$ cat config.mk
export PLATFORM = sky130hd
export DESIGN_NAME = touch_button_qualifier_core_flat
export DESIGN_NICKNAME = d
export VERILOG_FILES = /design/src/design/tbq_pkg.sv /design/src/design/tbq_if.sv /design/src/design/tbq_step.sv /design/src/design/touch_button_qualifier_core.sv /design/src/flat_wrapper.sv
export SDC_FILE = /design/constraint.sdc
export NUM_CORES = 1
export LEC_CHECK = 0
export BUFFER_PORTS_ARGS = -buffer_cell sky130_fd_sc_hd__buf_2
export CAP_MARGIN = 20
export CELL_PAD_IN_SITES_DETAIL_PLACEMENT = 0
export CELL_PAD_IN_SITES_GLOBAL_PLACEMENT = 1
export CORE_ASPECT_RATIO = 1.2
export CORE_MARGIN = 8
export CORE_UTILIZATION = 46
export DETAILED_ROUTE_END_ITERATION = 16
export GPL_ROUTABILITY_DRIVEN = 0
export PLACE_DENSITY_LB_ADDON = 0.05
export SLEW_MARGIN = 0
export SYNTH_ARGS = -nofsm -noshare
export SYNTH_HDL_FRONTEND = slang
export SYNTH_SLANG_ARGS = --single-unit
$ cat constraint.sdc
create_clock -name clock -period 7.6 [get_ports clock]
set_input_delay 0.76 -clock clock [delete_from_list [all_inputs] [get_ports clock]]
set_output_delay 0.76 -clock clock [all_outputs]
set_load 0.02 [all_outputs]
$ cat src/design/tbq_pkg.sv
package tbq_pkg;

   localparam int unsigned COORD_W    = 16;
   localparam int unsigned DEBOUNCE_W = 4;
   localparam int unsigned HOLD_W     = 8;
   localparam int unsigned CSR_IDX_W  = 3;
   localparam int unsigned CSR_DATA_W = 16;

   // Register map, in index order
   typedef enum logic [CSR_IDX_W-1:0] {
      CSR_AREA_LEFT      = 3'd0,
      CSR_AREA_TOP       = 3'd1,
      CSR_AREA_WIDTH     = 3'd2,
      CSR_AREA_HEIGHT    = 3'd3,
      CSR_ACTIVE         = 3'd4,
      CSR_DEBOUNCE_COUNT = 3'd5,
      CSR_HOLD_COUNT     = 3'd6
   } csr_index_type;

   localparam logic [DEBOUNCE_W-1:0] DEBOUNCE_RESET = 4'd3;
   localparam logic [HOLD_W-1:0]     HOLD_RESET     = 8'd30;

   typedef struct packed {
      logic [COORD_W-1:0]    area_left;
      logic [COORD_W-1:0]    area_top;
      logic [COORD_W-1:0]    area_width;
      logic [COORD_W-1:0]    area_height;
      logic                  active;
      logic [DEBOUNCE_W-1:0] debounce_count;
      logic [HOLD_W-1:0]     hold_count;
   } cfg_type;

   typedef struct packed {
      logic [DEBOUNCE_W-1:0] stable_count;
      logic                  pressed;
      logic                  held;
      logic                  short_press;
      logic [HOLD_W-1:0]     hold_ticks;
   } btn_state_type;

   typedef struct packed {
      logic pressed;
      logic held;
      logic short_press;
      logic press_event;
      logic release_event;
      logic changed;
      logic beep_request;
   } result_type;

endpackage

$ cat src/design/tbq_if.sv
interface tbq_req_if;
   import tbq_pkg::*;

   logic               valid;
   logic               ready;
   logic [COORD_W-1:0] touch_x;
   logic [COORD_W-1:0] touch_y;

   modport source (output valid, output touch_x, output touch_y, input ready);
   modport sink   (input valid, input touch_x, input touch_y, output ready);
endinterface

interface tbq_rsp_if;
   logic valid;
   logic ready;
   logic pressed;
   logic held;
   logic short_press;
   logic press_event;
   logic release_event;
   logic changed;
   logic beep_request;

   modport source (output valid, output pressed, output held, output short_press,
                   output press_event, output release_event, output changed,
                   output beep_request, input ready);
   modport sink   (input valid, input pressed, input held, input short_press,
                   input press_event, input release_event, input changed,
                   input beep_request, output ready);
endinterface

$ cat src/design/tbq_step.sv
module tbq_step
   import tbq_pkg::*;
(
   input  cfg_type            cfg,
   input  btn_state_type      state_cur,
   input  logic [COORD_W-1:0] touch_x,
   input  logic [COORD_W-1:0] touch_y,
   output btn_state_type      state_nxt,
   output result_type         result
);

   logic [COORD_W:0]      x_limit;
   logic [COORD_W:0]      y_limit;
   logic                  hit;
   logic                  agree;
   logic [DEBOUNCE_W-1:0] threshold;
   logic [DEBOUNCE_W-1:0] count_step;
   logic                  toggle;
   logic                  press_ev;
   logic                  release_ev;

   // 17-bit limits never wrap
   assign x_limit = {1'b0, cfg.area_left} + {1'b0, cfg.area_width};
   assign y_limit = {1'b0, cfg.area_top} + {1'b0, cfg.area_height};
   assign hit = (touch_x > cfg.area_left) && ({1'b0, touch_x} < x_limit) &&
                (touch_y > cfg.area_top)  && ({1'b0, touch_y} < y_limit);

   assign threshold  = (cfg.debounce_count == '0) ? DEBOUNCE_W'(1) : cfg.debounce_count;
   assign agree      = state_cur.pressed ? hit : !hit;
   assign count_step = agree ? '0 : state_cur.stable_count + DEBOUNCE_W'(1);
   assign toggle     = (count_step == threshold);

   always_comb begin
      state_nxt  = state_cur;
      press_ev   = 1'b0;
      release_ev = 1'b0;
      if (cfg.active) begin
         state_nxt.stable_count = count_step;
         if (toggle) begin
            state_nxt.stable_count = '0;
            state_nxt.held         = 1'b0;
            state_nxt.hold_ticks   = '0;
            if (!state_cur.pressed) begin
               state_nxt.pressed     = 1'b1;
               state_nxt.short_press = 1'b0;
               press_ev              = 1'b1;
            end else begin
               state_nxt.pressed = 1'b0;
               if (!state_cur.held) begin
                  state_nxt.short_press = 1'b1;
               end
               release_ev = 1'b1;
            end
         end else if (state_cur.pressed) begin
            if (state_cur.hold_ticks >= cfg.hold_count) begin
               state_nxt.held = 1'b1;
            end else begin
               state_nxt.hold_ticks = state_cur.hold_ticks + HOLD_W'(1);
            end
         end
      end
   end

   always_comb begin
      result.pressed       = state_nxt.pressed;
      result.held          = state_nxt.held;
      result.short_press   = state_nxt.short_press;
      result.press_event   = press_ev;
      result.release_event = release_ev;
      result.changed       = press_ev | release_ev;
      result.beep_request  = press_ev;
   end

endmodule

$ cat src/design/touch_button_qualifier_core.sv
// Touch button qualifier. Each req transaction carries one touch sample
// (touch_x, touch_y) and yields exactly one rsp transaction with the debounced
// pressed level, the long-press held flag, the sticky short-press flag and
// one-sample pulses for press, release, change and beep request (the beep is
// meant as a short confirmation tone of about 50 ms and rises with press).
// A sample hits when it lies strictly inside the rectangle set by the area
// registers; debounce_count consecutive disagreeing samples toggle the level
// (0 acts as 1), and hold_count + 1 further pressed samples raise held. With active at 0
// samples leave all state alone and report the stored levels, pulses low.
// Rate: one transaction per cycle sustained while rsp ready stays high. The
// sample lands in the input register at the accepting edge and moves into the
// result register once that register is empty or is draining; rsp valid is
// driven straight from the result register.
// The debounce and hold update is a single short pass between those two
// registers. No clearing pass after reset. Write csr_* only while no
// transaction is in flight.
module touch_button_qualifier_core
   import tbq_pkg::*;
(
   input  logic                  clock,
   input  logic                  reset,
   tbq_req_if.sink               req_chan,
   tbq_rsp_if.source             rsp_chan,
   input  logic                  csr_wr_en,
   input  logic [CSR_IDX_W-1:0]  csr_index,
   input  logic [CSR_DATA_W-1:0] csr_wdata
);

   cfg_type            cfg_ff;
   btn_state_type      state_ff;
   btn_state_type      state_in;
   result_type         result_in;
   result_type         result_ff;

   logic               in_valid_ff;
   logic [COORD_W-1:0] in_x_ff;
   logic [COORD_W-1:0] in_y_ff;
   logic               out_valid_ff;
   logic               advance;
   logic               req_take;

   // Advance the input stage whenever the result register is empty or drains now
   assign advance  = in_valid_ff && (!out_valid_ff || rsp_chan.ready);
   assign req_take = req_chan.valid && req_chan.ready;
   assign req_chan.ready = !in_valid_ff || advance;

   // Configuration registers; indexes past the map are dropped
   always_ff @(posedge clock) begin
      if (reset) begin
         cfg_ff.area_left      <= '0;
         cfg_ff.area_top       <= '0;
         cfg_ff.area_width     <= '0;
         cfg_ff.area_height    <= '0;
         cfg_ff.active         <= 1'b0;
         cfg_ff.debounce_count <= DEBOUNCE_RESET;
         cfg_ff.hold_count     <= HOLD_RESET;
      end else if (csr_wr_en) begin
         unique case (csr_index)
            CSR_AREA_LEFT:      cfg_ff.area_left      <= csr_wdata;
            CSR_AREA_TOP:       cfg_ff.area_top       <= csr_wdata;
            CSR_AREA_WIDTH:     cfg_ff.area_width     <= csr_wdata;
            CSR_AREA_HEIGHT:    cfg_ff.area_height    <= csr_wdata;
            CSR_ACTIVE:         cfg_ff.active         <= csr_wdata[0];
            CSR_DEBOUNCE_COUNT: cfg_ff.debounce_count <= csr_wdata[DEBOUNCE_W-1:0];
            CSR_HOLD_COUNT:     cfg_ff.hold_count     <= csr_wdata[HOLD_W-1:0];
            default: ;
         endcase
      end
   end

   // Input register: hold the sample until the result stage can take it
   always_ff @(posedge clock) begin
      if (reset) begin
         in_valid_ff <= 1'b0;
      end else if (req_chan.ready) begin
         in_valid_ff <= req_chan.valid;
      end
   end

   always_ff @(posedge clock) begin
      if (req_take) begin
         in_x_ff <= req_chan.touch_x;
         in_y_ff <= req_chan.touch_y;
      end
   end

   tbq_step u_step (
      .cfg       (cfg_ff),
      .state_cur (state_ff),
      .touch_x   (in_x_ff),
      .touch_y   (in_y_ff),
      .state_nxt (state_in),
      .result    (result_in)
   );

   // Commit the button state only when the sample moves into the result register
   always_ff @(posedge clock) begin
      if (reset) begin
         state_ff <= '0;
      end else if (advance) begin
         state_ff <= state_in;
      end
   end

   always_ff @(posedge clock) begin
      if (reset) begin
         out_valid_ff <= 1'b0;
      end else if (advance) begin
         out_valid_ff <= 1'b1;
      end else if (rsp_chan.ready) begin
         out_valid_ff <= 1'b0;
      end
   end

   always_ff @(posedge clock) begin
      if (advance) begin
         result_ff <= result_in;
      end
   end

   assign rsp_chan.valid         = out_valid_ff;
   assign rsp_chan.pressed       = result_ff.pressed;
   assign rsp_chan.held          = result_ff.held;
   assign rsp_chan.short_press   = result_ff.short_press;
   assign rsp_chan.press_event   = result_ff.press_event;
   assign rsp_chan.release_event = result_ff.release_event;
   assign rsp_chan.changed       = result_ff.changed;
   assign rsp_chan.beep_request  = result_ff.beep_request;

endmodule

$ cat src/flat_wrapper.sv
// flat-port wrapper written by rule: the top's interface ports become plain ports
module touch_button_qualifier_core_flat import tbq_pkg::*;
  (clock, reset, csr_wr_en, csr_index, csr_wdata, req_chan_valid, req_chan_touch_x, req_chan_touch_y, req_chan_ready, rsp_chan_valid, rsp_chan_pressed, rsp_chan_held, rsp_chan_short_press, rsp_chan_press_event, rsp_chan_release_event, rsp_chan_changed, rsp_chan_beep_request, rsp_chan_ready);
  tbq_req_if req_chan_i ();
  tbq_rsp_if rsp_chan_i ();
  input  logic clock;
  input  logic reset;
  input  logic csr_wr_en;
  input  logic [CSR_IDX_W-1:0] csr_index;
  input  logic [CSR_DATA_W-1:0] csr_wdata;
  input wire logic [$bits(req_chan_i.valid)-1:0] req_chan_valid;
  input wire logic [$bits(req_chan_i.touch_x)-1:0] req_chan_touch_x;
  input wire logic [$bits(req_chan_i.touch_y)-1:0] req_chan_touch_y;
  output wire logic [$bits(req_chan_i.ready)-1:0] req_chan_ready;
  output wire logic [$bits(rsp_chan_i.valid)-1:0] rsp_chan_valid;
  output wire logic [$bits(rsp_chan_i.pressed)-1:0] rsp_chan_pressed;
  output wire logic [$bits(rsp_chan_i.held)-1:0] rsp_chan_held;
  output wire logic [$bits(rsp_chan_i.short_press)-1:0] rsp_chan_short_press;
  output wire logic [$bits(rsp_chan_i.press_event)-1:0] rsp_chan_press_event;
  output wire logic [$bits(rsp_chan_i.release_event)-1:0] rsp_chan_release_event;
  output wire logic [$bits(rsp_chan_i.changed)-1:0] rsp_chan_changed;
  output wire logic [$bits(rsp_chan_i.beep_request)-1:0] rsp_chan_beep_request;
  input wire logic [$bits(rsp_chan_i.ready)-1:0] rsp_chan_ready;
  assign req_chan_i.valid = req_chan_valid;
  assign req_chan_i.touch_x = req_chan_touch_x;
  assign req_chan_i.touch_y = req_chan_touch_y;
  assign req_chan_ready = req_chan_i.ready;
  assign rsp_chan_valid = rsp_chan_i.valid;
  assign rsp_chan_pressed = rsp_chan_i.pressed;
  assign rsp_chan_held = rsp_chan_i.held;
  assign rsp_chan_short_press = rsp_chan_i.short_press;
  assign rsp_chan_press_event = rsp_chan_i.press_event;
  assign rsp_chan_release_event = rsp_chan_i.release_event;
  assign rsp_chan_changed = rsp_chan_i.changed;
  assign rsp_chan_beep_request = rsp_chan_i.beep_request;
  assign rsp_chan_i.ready = rsp_chan_ready;
  touch_button_qualifier_core u_core (.clock(clock), .reset(reset), .req_chan(req_chan_i), .rsp_chan(rsp_chan_i), .csr_wr_en(csr_wr_en), .csr_index(csr_index), .csr_wdata(csr_wdata));
endmodule
==> results by group <==
STA
  • Fin crit share: 0.831
  • TNS Setup: 0 ns
  • Count of final hold-check violations: 0
  • Final setup vio count: 0
  • Worst slew pin tran: 0.915 ns
  • Final WS setup: 1.29 ns
  • Pins Over Slew Limit: 0
  • Final Hold Slack: 0.458 ns
  • Final Critical Period: 6.31 ns
  • Skew final: 0.00628 ns
  • FMAX: 158 MHz
  • Headroom to the max-slew limit: 0.390
  • RSZ-0062 raised after global routing: no

Worst setup path
  • Crit end category: flop
  • Worst-path fanout max: 11
  • WP data arrival: 6.65 ns
  • CP Data Required Time: 7.93 ns
  • Critical path class: reg -> reg
  • Startpoint Class: flop

Global route
  • First-pass GRT wire length: 32,200 µm
  • Total GRT Usage: 0.187
  • Pin count of the biggest net entering global routing: 87
  • Initial antenna violation count: 0
  • Number of global-route vias before repair: 6,597
  • Global route overflow: 0

Floorplan
  • CORE AREA: 16,800 µm²
  • Cell Rows: 52
  • Die span in y: 159 µm
  • DIE AREA: 21,500 µm²
  • Die W: 135 µm
  • I/O pins: 65
  • Starting Density: 0.467

Synthesis
  • Synth Flop Type: dfxtp_1
  • Synthesized area: 7830 µm²
  • Post-synth ARST share: 0
  • Top cells by count, synth: nand2_1, a21oi_1, ha_1
  • Syn Inst Count: 895
  • Syn_nets: 1,060
  • Synth area leaders: dfxtp_1, ha_1, edfxtp_1
  • Mean Syn Cell Area: 8.75 µm²
  • Synth warn: 0
  • Post-synthesis sequential area ratio: 0.386
  • Leading area contributor after synthesis: dfxtp_1
  • Yosys reg bits: 132
  • Synth unique cells: 63
  • Synth top area share: 0.240
  • Count leader, synth: nand2_1
  • EDFF count, synth: 38

Clocking
  • Reg clk slew, reported paths: 0.06 ns
  • Worst-Skew Late Latency: 0.42 ns
  • TritonCTS clock tree: yes
  • CTS Buffer Depth: 2
  • Total setup buffers inserted after CTS: 0
  • Clk root buf: clkbuf_16
  • Clock net sink count: 132
  • Htree depth: 4
  • Post-CTS resize count: 0
  • Hold_buf cts: 0
  • Total CTS buffers: 17

Drt
  • WL final: 19,500 µm
  • Average wire per standard cell: 16.5 µm
  • Vias: 6,450
  • Post-DRT Antenna Nets: 0
  • Initial drt markers: 383
  • Residual DRC: 0
  • Avg Vias per Cell: 5.45
  • Detailed Routing Iterations Pass 1: 5

Finish
  • Area of the multi-input gates: 4480 µm²
  • Fin nets: 1,119
  • Sequential cell area: 3020 µm²
  • Layout cells sized above 1: 0.119
  • Synthesis-to-layout area growth: 14.3%
  • Fill cell count: 1,573
  • Number of antenna diodes: 0

Pwr
  • Pint: 1340 µW
  • Sw frac: 0.244
  • Pleak: 0.00364 µW
  • Switch Pwr: 432 µW
  • Flop pwr share: 0.430
  • P per Cell Area: 198 nW/µm²
  • VDD IR max: 0.158 mV
  • Clock Power Share: 0.485
  • Logic pwr share: 0.085

Placement
  • DP Wirelength: 14,700 µm
  • DP Worst Slack: 1.52 ns
  • Port Buf Inserts: 64

Flow run
  • Number of max-cap violations: 0

Run status
  • Status: finished, final reports clean

Hold path
  • Worst min-delay path category: reg -> reg
==> worst paths after layout <==
check	from	to	slack [ns]	depth (start not counted)
worst max register to register	u_core.cfg_ff[14]	u_core.state_ff[3]	1.29	23
worst min register to register	u_core.cfg_ff[5]	u_core.cfg_ff[5]	0.46	2
worst max-delay path	u_core.cfg_ff[14]	u_core.state_ff[3]	1.29	23
worst min-delay path	u_core.cfg_ff[5]	u_core.cfg_ff[5]	0.46	2
==> cells by family after synthesis <==
logic type	after synthesis	share of synthesized area
adders and majority gates	109	0.176
muxes	6	0.00767
xor gates and xnor gates	34	0.0380
AOI/OAI and AO/OA	210	0.163
buffers and inverters	81	0.0415
and+or+nand+nor	323	0.187
DFF	132	0.386
==> power by group through the flow <==
stage          sequential (µW)  combinational (µW)  clock (µW)
3_5_place_dp               776                 151           0
2_1_floorplan              773                96.7           0
6_report                   761                 151         857
3_3_place_gp               776                 146           0
4_1_cts                    761                 152         875
5_1_grt                    763                 173         903
==> routing by layer <==
metal  share of wire  GRT usage  up-vias  wire length, µm
met5               0          0        -                0
met4           0.032     0.0885        0              633
met3           0.027     0.0319       38              530
met2            0.50      0.326      113             9800
met1            0.44      0.215     3020             8560
li1                -          -     3279                -
==> state kept, by name, summed over array words and instances, names as in the netlist, 15 cells and up <==
name / flops
u_core.cfg_ff: 77
u_core.in_x_ff: 16
u_core.in_y_ff: 16
u_core.state_ff: 15
==> final cells by class <==
cell class,instances,area share
multi-input cells,682,0.501
flip-flops and latches,132,0.338
clock buffers,19,0.0495
repair buffers,68,0.0396
well taps,216,0.0302
inverters,53,0.0225
clock inverters,13,0.0194
==> cell usage in the layout, fill, tap and decap left out, drive strengths merged, types with 4 or more instances in the layout <==
master  instances
dfxtp          94
xor2           16
clkbuf         19
a221oi          4
nand3          18
o211ai         11
a21oi         118
clkinv          5
xnor2          18
a21o           17
nand4          13
nor2           38
or3             7
and2            5
ha            107
and3            7
or2             7
nand2b          8
and4            5
mux2i           6
nand2         182
o21ai          25
a211oi          8
nor3           13
edfxtp         38
nor2b          12
buf            68
inv            55
==> metrics by stage <==
step | power [µW] | std cells | cell area (µm²) | utilization
floorplan | 870 | 895 | 7830 | -
global placement | 922 | 1150 | 8320 | 0.496
detailed placement | 927 | 1151 | 8330 | 0.496
CTS | 1790 | 1183 | 8950 | 0.533
global route | 1840 | 1183 | 8950 | 0.533
finish | 1770 | 1183 | 8950 | 0.533
==> worst max-delay path, stage by stage (launching register included) <==
cell and delay (ns):
dfxtp_1 0.32, ha_1 0.29, a21o_1 0.18, a21oi_1 0.22, nor2b_1 0.07, o21ai_0 0.23
a21oi_1 0.20, a2111oi_0 0.66, nor2_1 0.11, a21oi_1 0.19, xor2_1 0.09, ha_1 0.20
a211oi_1 0.26, o21ai_2 0.11, a2111oi_0 0.39, o22ai_1 0.21, a311oi_2 0.35, xnor2_1 0.27
and2_1 0.48, inv_4 0.13, ha_1 0.22, or2_2 0.36, or4_1 0.48, o221ai_1 0.19
(Power assumes the default switching activity.)
